`src/rtl/qddec_pkg.sv`:
```
// Shared types, codes and the quadrature transition table for the detent decoder.
`timescale 1ns / 1ps

package qddec_pkg;

  // Result event codes
  typedef enum logic [2:0] {
    EV_NONE    = 3'd0,
    EV_BACK    = 3'd1,
    EV_CONFIRM = 3'd2,
    EV_PUSH    = 3'd3,
    EV_PLUS    = 3'd4,
    EV_MINUS   = 3'd5
  } ev_t;

  // Input item kinds
  typedef enum logic {
    REQ_SAMPLE = 1'b0,
    REQ_TICK   = 1'b1
  } req_t;

  // Direction of one quadrature step
  typedef enum logic [1:0] {
    DIR_NONE  = 2'd0,
    DIR_PLUS  = 2'd1,
    DIR_MINUS = 2'd2
  } dir_t;

  // Register indexes on the configuration port (byte address bit 2)
  localparam logic REG_STEPS_PER_DETENT = 1'b0;
  localparam logic REG_HOLDOFF_TICKS    = 1'b1;

  localparam int CFG_ADDR_W = 3;
  localparam int CFG_DATA_W = 32;
  localparam int STEPS_W    = 4;
  localparam int HOLDOFF_W  = 10;
  localparam int SAMPLE_W   = 5;
  localparam int ACC_W      = 5;

  localparam logic [STEPS_W-1:0]   STEPS_RST    = 4'd4;
  localparam logic [HOLDOFF_W-1:0] HOLDOFF_RST  = 10'd100;
  localparam logic [SAMPLE_W-1:0]  SAMPLE_RST   = 5'h1F;

  // Configuration register contents
  typedef struct packed {
    logic [STEPS_W-1:0]   steps_per_detent;
    logic [HOLDOFF_W-1:0] holdoff_ticks;
  } cfg_t;

  // Quadrature transition table, indexed by {previous BA, new BA}
  function automatic dir_t quad_dir(input logic [3:0] idx);
    dir_t d;
    case (idx)
      4'd1, 4'd7, 4'd8, 4'd14:  d = DIR_PLUS;
      4'd2, 4'd4, 4'd11, 4'd13: d = DIR_MINUS;
      default:                  d = DIR_NONE;
    endcase
    return d;
  endfunction

endpackage

```
`src/rtl/quadrature_detent_button_decoder_core.sv`:
```
// Top level of the quadrature encoder, detent and button decoder.
// One input transfer (a pin sample or a 1 ms tick) can be taken every clock cycle unless in_stall is
// high; each gives exactly one result transfer, registered through the input register and then the
// result register around the combinational decode logic. A stalled result register backs
// up into the input register, and in_stall rises only when both are full.
`timescale 1ns / 1ps

module quadrature_detent_button_decoder_core
  import qddec_pkg::*;
(
  input  logic                  clk,
  input  logic                  rst_n,
  input  logic                  in_valid,
  output logic                  in_stall,
  input  logic                  in_req_type,
  input  logic [SAMPLE_W-1:0]   in_pin_sample,
  output logic                  out_valid,
  input  logic                  out_stall,
  output logic [2:0]            out_event_code,
  input  logic                  psel,
  input  logic                  penable,
  input  logic                  pwrite,
  input  logic [CFG_ADDR_W-1:0] paddr,
  input  logic [CFG_DATA_W-1:0] pwdata,
  output logic [CFG_DATA_W-1:0] prdata,
  output logic                  pready
);

  cfg_t                cfg;
  logic                s1_valid_r;
  req_t                s1_type_r;
  logic [SAMPLE_W-1:0] s1_sample_r;
  logic                out_valid_r;
  ev_t                 out_event_r;
  ev_t                 dec_event;
  logic                s2_ready;
  logic                s1_ready;
  logic                fire;

  qddec_cfg u_cfg (
    .clk     (clk),
    .rst_n   (rst_n),
    .psel    (psel),
    .penable (penable),
    .pwrite  (pwrite),
    .paddr   (paddr),
    .pwdata  (pwdata),
    .prdata  (prdata),
    .pready  (pready),
    .cfg     (cfg)
  );

  assign s2_ready = !out_valid_r || !out_stall;
  assign s1_ready = !s1_valid_r || s2_ready;
  assign fire     = s1_valid_r && s2_ready;
  assign in_stall = !s1_ready;

  // Input register
  always_ff @(posedge clk) begin
    if (!rst_n) begin
      s1_valid_r <= 1'b0;
    end else if (s1_ready) begin
      s1_valid_r <= in_valid;
    end
  end

  always_ff @(posedge clk) begin
    if (s1_ready) begin
      s1_type_r   <= req_t'(in_req_type);
      s1_sample_r <= in_pin_sample;
    end
  end

  qddec_decode u_decode (
    .clk        (clk),
    .rst_n      (rst_n),
    .fire       (fire),
    .req_type   (s1_type_r),
    .pin_sample (s1_sample_r),
    .cfg        (cfg),
    .event_code (dec_event)
  );

  // Result register
  always_ff @(posedge clk) begin
    if (!rst_n) begin
      out_valid_r <= 1'b0;
    end else if (s2_ready) begin
      out_valid_r <= s1_valid_r;
    end
  end

  always_ff @(posedge clk) begin
    if (fire) begin
      out_event_r <= dec_event;
    end
  end

  assign out_valid      = out_valid_r;
  assign out_event_code = out_event_r;

  // Checks
  a_code_range: assert property (@(posedge clk) disable iff (!rst_n)
    out_valid |-> (out_event_code <= EV_MINUS))
    else $error("event code out of range");

  a_tick_no_event: assert property (@(posedge clk) disable iff (!rst_n)
    (fire && s1_type_r == REQ_TICK) |=> (out_valid && out_event_code == EV_NONE))
    else $error("tick produced an event");

  a_stall_full: assert property (@(posedge clk) disable iff (!rst_n)
    in_stall |-> (s1_valid_r && out_valid_r && out_stall))
    else $error("input stalled with room in the pipeline");

endmodule

```
`src/rtl/qddec_cfg.sv`:
```
// APB-style configuration registers of the detent decoder.
`timescale 1ns / 1ps

module qddec_cfg
  import qddec_pkg::*;
(
  input  logic                  clk,
  input  logic                  rst_n,
  input  logic                  psel,
  input  logic                  penable,
  input  logic                  pwrite,
  input  logic [CFG_ADDR_W-1:0] paddr,
  input  logic [CFG_DATA_W-1:0] pwdata,
  output logic [CFG_DATA_W-1:0] prdata,
  output logic                  pready,
  output cfg_t                  cfg
);

  cfg_t cfg_r;
  logic wr_en;

  assign pready = 1'b1;
  assign wr_en  = psel && penable && pwrite;

  // Write registers on the access cycle
  always_ff @(posedge clk) begin
    if (!rst_n) begin
      cfg_r.steps_per_detent <= STEPS_RST;
      cfg_r.holdoff_ticks    <= HOLDOFF_RST;
    end else if (wr_en) begin
      case (paddr[2])
        REG_STEPS_PER_DETENT: cfg_r.steps_per_detent <= pwdata[STEPS_W-1:0];
        REG_HOLDOFF_TICKS:    cfg_r.holdoff_ticks    <= pwdata[HOLDOFF_W-1:0];
        default: ;
      endcase
    end
  end

  // Read back the addressed register
  always_comb begin
    case (paddr[2])
      REG_STEPS_PER_DETENT:
        prdata = {{(CFG_DATA_W-STEPS_W){1'b0}}, cfg_r.steps_per_detent};
      REG_HOLDOFF_TICKS:
        prdata = {{(CFG_DATA_W-HOLDOFF_W){1'b0}}, cfg_r.holdoff_ticks};
      default:
        prdata = '0;
    endcase
  end

  assign cfg = cfg_r;

endmodule

```
`src/rtl/qddec_decode.sv`:
```
// Decoder state and single-pass event logic for one sample or tick.
`timescale 1ns / 1ps

module qddec_decode
  import qddec_pkg::*;
(
  input  logic                clk,
  input  logic                rst_n,
  input  logic                fire,
  input  req_t                req_type,
  input  logic [SAMPLE_W-1:0] pin_sample,
  input  cfg_t                cfg,
  output ev_t                 event_code
);

  logic [SAMPLE_W-1:0]  prev_r,  prev_nxt;
  logic [ACC_W-1:0]     acc_r,   acc_nxt;
  logic                 last_plus_r, last_plus_nxt;
  logic [HOLDOFF_W-1:0] hold_r,  hold_nxt;

  logic [2:0]           fell;
  dir_t                 dir;
  logic signed [ACC_W:0] acc_base;
  logic signed [ACC_W:0] acc_sum;
  logic signed [ACC_W:0] limit;
  logic                 detent;
  logic                 plus;

  assign fell  = prev_r[2:0] & ~pin_sample[2:0];
  assign dir   = quad_dir({prev_r[4:3], pin_sample[4:3]});
  assign limit = $signed({2'b00, cfg.steps_per_detent});

  // Clear the count on reversal, then add the step
  always_comb begin
    if ((!acc_r[ACC_W-1] && acc_r != '0 && dir == DIR_MINUS) ||
        (acc_r[ACC_W-1] && dir == DIR_PLUS)) begin
      acc_base = '0;
    end else begin
      acc_base = $signed({acc_r[ACC_W-1], acc_r});
    end
    case (dir)
      DIR_PLUS:  acc_sum = acc_base + 6'sd1;
      DIR_MINUS: acc_sum = acc_base - 6'sd1;
      default:   acc_sum = acc_base;
    endcase
  end

  assign plus   = (acc_sum >= limit);
  assign detent = plus || (acc_sum <= -limit);

  // Next state and event
  always_comb begin
    prev_nxt      = prev_r;
    acc_nxt       = acc_r;
    last_plus_nxt = last_plus_r;
    hold_nxt      = hold_r;
    event_code    = EV_NONE;
    if (req_type == REQ_TICK) begin
      if (hold_r != '0) begin
        hold_nxt = hold_r - 10'd1;
      end
    end else begin
      prev_nxt = pin_sample;
      if (fell[0]) begin
        event_code = EV_BACK;
      end else if (fell[1]) begin
        event_code = EV_CONFIRM;
      end else if (fell[2]) begin
        event_code = EV_PUSH;
      end else if (dir != DIR_NONE) begin
        if (detent) begin
          acc_nxt = '0;
          // drop a reversal inside the holdoff window
          if (!(hold_r != '0 && plus != last_plus_r)) begin
            last_plus_nxt = plus;
            hold_nxt      = cfg.holdoff_ticks;
            event_code    = plus ? EV_PLUS : EV_MINUS;
          end
        end else begin
          acc_nxt = acc_sum[ACC_W-1:0];
        end
      end
    end
  end

  // Hold state until an item passes through
  always_ff @(posedge clk) begin
    if (!rst_n) begin
      prev_r      <= SAMPLE_RST;
      acc_r       <= '0;
      last_plus_r <= 1'b0;
      hold_r      <= '0;
    end else if (fire) begin
      prev_r      <= prev_nxt;
      acc_r       <= acc_nxt;
      last_plus_r <= last_plus_nxt;
      hold_r      <= hold_nxt;
    end
  end

endmodule
```
`config.mk`:
```
export PLATFORM = sky130hd
export DESIGN_NAME = quadrature_detent_button_decoder_core
export DESIGN_NICKNAME = d
export VERILOG_FILES = /design/src/rtl/qddec_pkg.sv /design/src/rtl/quadrature_detent_button_decoder_core.sv /design/src/rtl/qddec_cfg.sv /design/src/rtl/qddec_decode.sv
export SDC_FILE = /design/constraint.sdc
export NUM_CORES = 1
export LEC_CHECK = 0
export ABC_AREA = 0
export BUFFER_PORTS_ARGS = -buffer_cell sky130_fd_sc_hd__buf_2
export CORE_AREA = 4 4 94 74
export CTS_BUF_LIST = sky130_fd_sc_hd__clkbuf_4
export CTS_CLUSTER_DIAMETER = 80
export DETAILED_ROUTE_END_ITERATION = 6
export DIE_AREA = 0 0 98 78
export PLACE_DENSITY = 0.91
export SETUP_SLACK_MARGIN = 0.4
export SYNTH_ARGS = -nofsm -noshare
export SYNTH_HDL_FRONTEND = slang
export SYNTH_SLANG_ARGS = --single-unit
```
`constraint.sdc`:
```
create_clock -name clk -period 6.8 [get_ports clk]
set_input_delay 0.68 -clock clk [delete_from_list [all_inputs] [get_ports clk]]
set_output_delay 0.68 -clock clk [all_outputs]
set_load 0.01 [all_outputs]
```
Word level (Yosys, flattened, before mapping)
Memories as Yosys holds them, arrays and structs flattened. Cells that the tools add are included.

Register bits after elaboration: 46. ROM bits: 32. Input port bits: 48. Output and inout port bits: 38. Memories: 1.

$add $sub $neg: 4. $lt $le $gt $ge: 2. Equal/unequal tests: 8. Muxes and demuxes: 19. Bitwise operators: 10. Reduce and logical (&&, ||, !) cells: 29.

Memory list: (no name shown) (words 16, width 2, read ports 1, clocked after memory_dff 0, write ports 0, RTL line qddec_pkg.sv:53) `case (idx)`.

Operators with widths (count): two-way mux 10 bit (8); case mux 32 bit (2 select lines) (1); AND reduction 8 bit (2); case mux 6 bit (2 select lines) (1); two-way mux 2 bit (5); nonzero test 10 bit (1); subtractor 10 x 1 -> 10 bit, second input constant (1); != test 2 bit, second input constant (4); inverter 1 bit (8); logical AND 1 bit (7); OR reduction 7 bit (1); adder 6 x 2 -> 6 bit, second input constant (1); >= comparator 6 x 5 -> 1 bit (1); <= comparator 6 bit (1); two-way mux 6 bit (1); negator 4 -> 6 bit (1); AND reduction 2 bit (3); AND reduction 6 bit (1); nonzero test 2 bit (3); subtractor 6 x 2 -> 6 bit, second input constant (1); zero test 1 bit (5); two-way mux 5 bit (1); nonzero test 5 bit (1); logical OR 1 bit (4); 8 further kinds (9).

Depth between registers and ports, before layout
Gate-level depths: netlist of run 1.

Depth after elaboration: 17. Depth in mapped cells: 19. Mapped depth without buffers: 19.

Cells and area by module
A second synthesis of run 1 with hierarchy kept.

Cell total of the unflattened synthesis: 364. Area, all modules: 3150.5 um2.

By module, submodules not included: qddec_decode (instances 1, cells an instance 254, area each 1946.9 um2, seq. area each 420.4 um2); qddec_cfg (instances 1, cells an instance 93, area each 852.1 um2, seq. area each 280.3 um2); quadrature_detent_button_decoder_core (instances 1, cells an instance 17, area each 351.6 um2, seq. area each 310.3 um2).

Worst setup path after synthesis of run 1
OpenSTA, ideal clock, no wires.

Kind: reg2reg. From: register s1_sample_r[4]. To: register u_decode.hold_r[8]. Data arrival time: 4.628 ns. Required time: 6.721 ns. Setup slack: 2.094 ns. Stages on the path, launching flop included: 18. Path buffers: 0. Cell sequence: edfxtp_1 > xor2_1 > nor2_1 > inv_1 > ha_1 > mux2i_1 > and2_1 > ha_1 > nor2b_1 > or4b_2 > and3_1 > inv_1 > ha_1 > a211o_1 > o31ai_1 > nand3b_1 > o21a_4 > o221ai_2.

Longest elaborated chain between the ends: 12.

RTL lines: start, declared (RTL line quadrature_detent_button_decoder_core.sv:32) `logic [SAMPLE_W-1:0] s1_sample_r;`; start signal, assigned (RTL line quadrature_detent_button_decoder_core.sv:70) `s1_sample_r <= in_pin_sample;`; memory read (16 x 2 bit) (*); == test 2 bit or == test 2 x 1 -> 1 bit (tied branches) (RTL line qddec_decode.sv:35, qddec_decode.sv:41, qddec_decode.sv:36); logical AND 1 bit, on equally long branches (RTL line qddec_decode.sv:35, qddec_decode.sv:36); logical OR 1 bit (RTL line qddec_decode.sv:35) `if ((!acc_r[ACC_W-1] && acc_r != '0 && dir == DIR_MINUS) ||`; two-way mux 6 bit (RTL line qddec_decode.sv:35); subtractor 6 x 2 -> 6 bit or adder 6 x 2 -> 6 bit (tied branches) (RTL line qddec_decode.sv:43, qddec_decode.sv:42); case mux 6 bit (2 select lines) (RTL line qddec_decode.sv:41) `case (dir)`; >= comparator 6 x 5 -> 1 bit (RTL line qddec_decode.sv:48) `assign plus = (acc_sum >= limit);`; != test 1 bit (RTL line qddec_decode.sv:74) `if (!(hold_r != '0 && plus != last_plus_r)) begin`; logical AND 1 bit (RTL line qddec_decode.sv:74); != test 2 bit (no source line); AND reduction 8 bit (no source line) (*); end signal, assigned (RTL line qddec_decode.sv:97) `hold_r <= hold_nxt;`; end, declared (RTL line qddec_decode.sv:19) `logic [HOLDOFF_W-1:0] hold_r, hold_nxt;`.

Every way passes the cells marked *; elsewhere a longest branch is shown, timed or not. A chain may end at the register's enable or synchronous reset.

Final worst setup path of run 1
From: register s1_sample_r[4]. To: register u_decode.hold_r[2].

Same word-level chain as after synthesis.

==> impl_metrics.csv, run 1 <==
group,metric,value,unit
status,status,"finished, final reports clean",
synth,synth_top_area_share,23.1,%
final_layout,final_area,0.00341,sq mm
timing,period_minus_slack,5710,ps
floorplan,rows,25,
timing,tightestPinTransition,829,ps
setup_path,r2r-start,"s1_sample_r[4]$_DFFE_PN_",
drt,drt_iter0_drc,372,
cts,path_clk_slew,160,ps
placed_design,post_dp_cell_area,0.00335,sq mm
floorplan,die_w,98,microns
cts,h-tree-depth,2,
setup_path,r2r_cells,17,
floorplan,start_util,52.6,%
floorplan,io_pins,86,
timing,fmax,175,MHz
drt,antenna_left,0,
setup_path,critPathLaunch,"s1_sample_r[4]$_DFFE_PN_",
synth,synthFlopType,"dfxtp_1",
synth,yosys_warnings,0,
synth,synth_area,0.00321,sq mm
cts,cts.sinks,46,
drt,finalWirelength,7210,microns
global_routing,grt_max_degree,49,
cts,cts_tree,"built",
min_path,hold_depth,1,
global_routing,grt_pass1_vias,2596,
power,p_leak,0.00148,uW
final_layout,syn2layout_area_growth,6.32,%
cts,root_buffer,"clkbuf_4",
setup_path,arrival,5980,ps
final_layout,nFillCells,526,
floorplan,coreArea,0.00610,sq mm
setup_path,crit_required,7070,ps
final_layout,drive_gt1_share,15.3,%
power,ir_drop,0.130,mV
timing,skew,18.8,ps
drt,remaining_drc_errors,0,
min_path,hold_class,"input pin to flop",
global_routing,overflow,0,
drt,first_pass_iters,5,
drt,vias,2894,
setup_path,cp_max_fo,10,
min_path,hold_start,"in_req_type",
final_layout,multi_input_area,0.00195,sq mm
timing,rsz0062_at_grt,"false",
setup_path,critPathLaunchType,"flop",
floorplan,die_area,0.00764,sq mm
global_routing,grt_antenna_before_repair,0,
cts,hold_buffers,0,
cts,post_cts_buffers,0,
timing,whs,481,ps
timing,min_period_over_period,84.0,%
setup_path,cp_slowest_cell,"o31ai_1",
setup_path,crit_cells,17,
final_layout,n_antenna_cell,0,
synth,avgSynthCellArea,8.29,sq um
placed_design,gp_congestion,0.885,
setup_path,criticalPathCategory,"flop to flop",
setup_path,end_kind,"flop",
setup_path,path_cells,"xor2_1, nor2_1, inv_1, ha_1, mux2i_1, and2_1, ha_1, nor2b_1, or4b_2, and3_1, inv_1, ha_1, a211o_1, o31ai_1, nand3b_1, o2111ai_1, o211ai_2",
synth,syn_inst,387,
timing,relSlewSlack,44.3,%
placed_design,dp_hpwl,5400,microns
setup_path,crit_buf_inv,2,
synth,synthDistinctLibCells,56,
timing,setup_viol,0,
drt,vias_per_cell,5.81,
timing,hold_violations,0,
cts,clk_latency,380,ps
cts,cts_resized,0,
placed_design,portBuffers,38,
global_routing,grtUsageTotal,18.8,%
timing,tns,0,ps
synth,synth_edf_count,9,
final_layout,mostFrequentLayoutCell,"nand2_1",
final_layout,layout_common_cells,"57 x nand2_1, 38 x buf_2, 37 x dfxtp_1, 28 x o21ai_0, 23 x conb_1",
global_routing,grt_pass1_wl,12100,microns
power,p_total,679,uW
synth,synth-seq-cells,46,
synth,synth_top_area_cell,"dfxtp_1",
timing,worst_slack,1090,ps
power,p_per_area,199,mW/mm^2
placed_design,dp_slack,1240,ps
floorplan,die_h,78,microns
synth,synth-seq-area-share,31.5,%
setup_path,crit_top_cell,"ha_1",
timing,slew_violations,0,
synth,async_reset_ff_share,0,%
setup_path,crit_family,"simple AND/OR/NAND/NOR gates",
synth,yosys-top-cells-area,"dfxtp_1 23%, edfxtp_1 8.4%, ha_1 7.0%, nand2_1 6.7%, buf_4 5.4%",
final_layout,regArea,0.00101,sq mm
final_layout,fin_nets,483,
cts,cts_made_buffers,5,
job,drv_cap,0,
drt,routedWlPerCell,14.5,microns
cts,clockBufferDepth,2,
setup_path,critical_path.max_stage_delay,680,ps
[per-stage QoR]
stage               std cells  utilization [%]
floorplan                 408                -
global placement          490             54.9
detailed placement        490             54.9
CTS                       498             55.9
global route              498             55.9
finish                    498             55.9
[layer usage]
layer	vias to the layer above	wire [microns]	track usage, %
li1	1400	-	-
met1	1308	3280	26.4
met2	167	3100	29.4
met3	19	731	4.31
met4	0	92	4.43
met5	-	0	0
[cell usage after synthesis (2+ instances only)]
library cell	number
dfxtp_1	37
conb_1	2
xor2_1	4
xnor2_1	6
or4_1	3
o2111ai_1	6
a32oi_1	5
o21a_1	2
nand4_1	3
buf_4	23
mux2i_1	6
inv_1	22
edfxtp_1	9
and3_1	4
nor4_1	4
nand2b_1	4
a2111oi_0	2
nand3_1	15
a21o_1	5
o211ai_2	8
or4b_2	2
or3_1	4
nand2_1	57
nand3b_1	3
o21ai_0	28
a21oi_1	6
a211o_1	3
o31ai_1	2
clkbuf_1	13
nor2_1	16
and4_1	2
nor2b_1	18
a21boi_0	8
ha_1	18
nor3_1	2
and2_1	9
o211ai_1	7
[kinds of logic (layout without fill, tap and decap cells)]
| kind of cell | count (synthesis) | after routing | share of synthesized area, % |
|---|---|---|---|
| AO/OA/AOI/OAI | 92 | 92 | 21.7 |
| multiplexers | 7 | 7 | 2.22 |
| AND/OR/NAND/NOR | 150 | 150 | 23.9 |
| flip-flops | 46 | 46 | 31.5 |
| adder cells (fa/ha/maj) | 19 | 19 | 7.65 |
| buffers and inverters | 61 | 70 | 10.1 |
| XOR/XNOR | 10 | 10 | 2.73 |
| other | 2 | 23 | 0.234 |
[cell type report]
| class | count | share of cell area [%] |
|---|---|---|
| Multi-Input combinational cell | 301 | 57.2 |
| Sequential cell | 46 | 29.7 |
| Timing Repair Buffer | 40 | 6.02 |
| Tap cell | 81 | 2.97 |
| Inverter | 22 | 2.42 |
| Clock buffer | 5 | 1.10 |
| Clock inverter | 3 | 0.624 |
[registers in the layout, indices dropped and copies added, names as in the netlist]
signal,flops
s1_valid_r,1
u_decode.acc_r,5
s1_type_r,1
s1_sample_r,5
u_cfg.cfg,14
u_decode.hold_r,10
out_event_code,3
u_decode.last_plus_r,1
out_valid,1
u_decode.prev_r,5
[power breakdown]
group          total, uW  switching (uW)  internal, uW  leakage (uW)
logic                234             145          88.9       0.00106
registers            309            15.8           293      0.000392
clock network        136            95.9          40.4     0.0000312
[worst paths after layout]
check	endpoint	slack [ps]
worst max-delay path	u_decode.hold_r[2]$_SDFFE_PN0P_	1090
worst min-delay path	s1_type_r$_DFFE_PN_	480
worst max register to register	u_decode.hold_r[2]$_SDFFE_PN0P_	1090
worst min register to register	u_decode.prev_r[0]$_SDFFE_PN1P_	490
Note: power is estimated with default switching activity, not from simulation.
==> run 2, diff against run 1 <==
CORE_AREA = 4 4 98 77   (was 4 4 94 74)
DIE_AREA = 0 0 102 81   (was 0 0 98 78)
PLACE_DENSITY = 0.88   (was 0.91)
clock period = 4.57 ns   (was 6.8 ns; I/O delays follow)
==> run 2 against run 1 <==
Critical path depth up 3. Final cell count up 4.4%. Flip-flop and latch count unchanged. Register-to-register slack worse by 820 ps. Core utilization up 2.3 points. Sequential share of layout area down 3.5 points. Maximum frequency up 33%. Power up 72%. First-iteration DRC count down 33%. Hold slack worse by 230 ps. Via count up 5.6%. Critical path type unchanged. Critical endpoint is now u_decode.hold_r[7]$_SDFFE_PN0P_.
==> impl_metrics.csv, run 2 (synthesis results as in run 1) <==
group,metric,value,unit
floorplan,die_area,0.00826,sq mm
placed_design,gp_congestion,0.899,
timing,hold_violations,0,
floorplan,die_h,81,microns
final_layout,finish.utilization,58.2,%
setup_path,critical_path.max_stage_delay,470,ps
global_routing,grt_pass1_vias,2739,
floorplan,rows,26,
timing,tightestPinTransition,821,ps
final_layout,drive_gt1_share,26.1,%
min_path,hold_end,"s1_sample_r[1]$_DFFE_PN_",
status,status,"finished, final reports clean",
global_routing,met3_usage,3.43,%
timing,tns,0,ps
global_routing,grt_max_degree,49,
timing,rsz0062_at_grt,"true",
placed_design,dp_hpwl,5700,microns
final_layout,n_antenna_cell,0,
final_layout,nFillCells,585,
drt,remaining_drc_errors,0,
setup_path,r2r_cells,20,
min_path,hold_class,"input pin to flop",
cts,cts_tree,"built",
cts,path_clk_slew,150,ps
drt,vias,3057,
timing,whs,249,ps
global_routing,overflow,0,
drt,drt_iter0_drc,251,
timing,relSlewSlack,44.7,%
global_routing,met1_usage,27.7,%
cts,root_buffer,"clkbuf_4",
final_layout,mostFrequentLayoutCell,"nand2_1",
placed_design,dp_slack,81.2,ps
final_layout,final_area,0.00386,sq mm
setup_path,crit_required,4850,ps
power,ir_drop,0.202,mV
setup_path,cp_slowest_cell,"edfxtp_1",
cts,h-tree-depth,2,
global_routing,grt_antenna_before_repair,0,
drt,finalWirelength,8350,microns
floorplan,coreArea,0.00664,sq mm
floorplan,die_w,102,microns
drt,antenna_left,0,
drt,vias_per_cell,5.88,
setup_path,cp_max_fo,4,
setup_path,end_kind,"flop",
timing,fmax,232,MHz
cts,clk_latency,380,ps
timing,period_minus_slack,4310,ps
global_routing,grtUsageTotal,19.8,%
power,p_per_area,303,mW/mm^2
timing,worst_slack,264,ps
setup_path,critPathLaunchType,"flop",
placed_design,portBuffers,38,
floorplan,start_util,48.3,%
cts,clockBufferDepth,2,
global_routing,use_met2,30.8,%
setup_path,criticalPathCategory,"flop to flop",
setup_path,r2r-start,"s1_sample_r[3]$_DFFE_PN_",
power,p_leak,0.00162,uW
cts,cts.sinks,46,
placed_design,post_dp_cell_area,0.00351,sq mm
setup_path,regToRegSetupSlack,260,ps
setup_path,crit_top_cell,"ha_4",
min_path,hold_depth,1,
timing,skew,15.5,ps
cts,cts_made_buffers,5,
final_layout,fin_nets,502,
timing,min_period_over_period,94.2,%
job,drv_cap,0,
drt,routedWlPerCell,16.1,microns
final_layout,layout_common_cells,"55 x nand2_1, 38 x buf_2, 37 x dfxtp_1, 26 x o21ai_0, 23 x conb_1",
setup_path,reg2reg_to,"u_decode.hold_r[7]$_SDFFE_PN0P_",
final_layout,syn2layout_area_growth,20.4,%
min_path,hold_start,"in_pin_sample[1]",
setup_path,path_cells,"xnor2_1, nor2_2, buf_4, ha_4, mux2i_4, buf_6, and2_4, ha_4, nor2b_4, or4b_4, and3_4, inv_4, ha_4, a211o_1, o31ai_4, nand3b_1, buf_6, buf_12, o2111ai_2, o211ai_2",
global_routing,busiest_layer,"met2",
final_layout,largest_reg_flops,14,
timing,setup_viol,0,
global_routing,grt_pass1_wl,13000,microns
floorplan,io_pins,86,
timing,slew_violations,0,
setup_path,arrival,4590,ps
drt,first_pass_iters,5,
[run 2: cell count changes in the layout (fill, tap and decap cells not counted), sizes merged]
cell    before  now
buf         40   59
clkinv       2    0
bufinv       0    1
clkbuf       5    6
[run 2: final cells by class]
cell class              count  area [sq um]  area share (%)
repair buffers             59           380            9.85
well taps                  84           105            2.72
flip-flops and latches     46          1010            26.2
inverters                  22          85.1            2.20
clock inverters             2          37.5           0.972
clock buffers               6          45.0            1.17
multi-input cells         301          2200            56.9
[run 2: layer usage]
layer	part of all wire, %	up-vias	routed length (microns)
li1	-	1435	-
met1	41	1411	3440
met2	46	187	3840
met3	11	24	883
met4	2.3	0	194
met5	0	-	0
[run 2: worst max path at each step]
stage	depth (start not counted)	slack, ps	start	to
2_1_floorplan	17	420	s1_sample_r[3]$_DFFE_PN_	u_decode.hold_r[8]$_SDFFE_PN0P_
3_3_place_gp	19	240	s1_sample_r[4]$_DFFE_PN_	out_event_code[2]$_SDFFCE_PP0P_
3_5_place_dp	19	80	s1_sample_r[4]$_DFFE_PN_	out_event_code[2]$_SDFFCE_PP0P_
4_1_cts	20	410	s1_sample_r[3]$_DFFE_PN_	u_decode.hold_r[1]$_SDFFE_PN0P_
5_1_grt	19	120	s1_sample_r[3]$_DFFE_PN_	u_decode.hold_r[9]$_SDFFE_PN0P_
6_report	20	260	s1_sample_r[3]$_DFFE_PN_	u_decode.hold_r[7]$_SDFFE_PN0P_
[run 2: worst max-delay path: cells and delay by family (launching register included)]
| kind | cells | cell delay [ps] |
|---|---|---|
| buffers and inverters | 5 | 690 |
| flip-flops | 1 | 470 |
| multiplexers | 1 | 210 |
| XOR/XNOR | 1 | 210 |
| AO/OA/AOI/OAI | 4 | 780 |
| AND/OR/NAND/NOR | 6 | 1270 |
| adder cells (fa/ha/maj) | 3 | 570 |
[run 2: report_power, final]
part           leakage [uW]  switching, uW  internal (uW)
clock             0.0000419            140            121
combinational       0.00118            257            190
sequential         0.000392           25.8            436
total               0.00162            422            748
[run 2: repair_timing]
item                                    4_1_cts  5_1_grt
hold buffers                                  0        0
cloned                                        1        0
gates resized for setup                       8       23
buffers inserted                              5        7
endpoints found under the setup margin       17       18
pin swaps                                     4       10
[run 2: through the flow]
stage | power [uW] | std cells
4_1_cts | 1120 | 513
5_1_grt | 1230 | 520
6_report | 1170 | 520
3_3_place_gp | 816 | 499
2_1_floorplan | 755 | 408
3_5_place_dp | 834 | 499
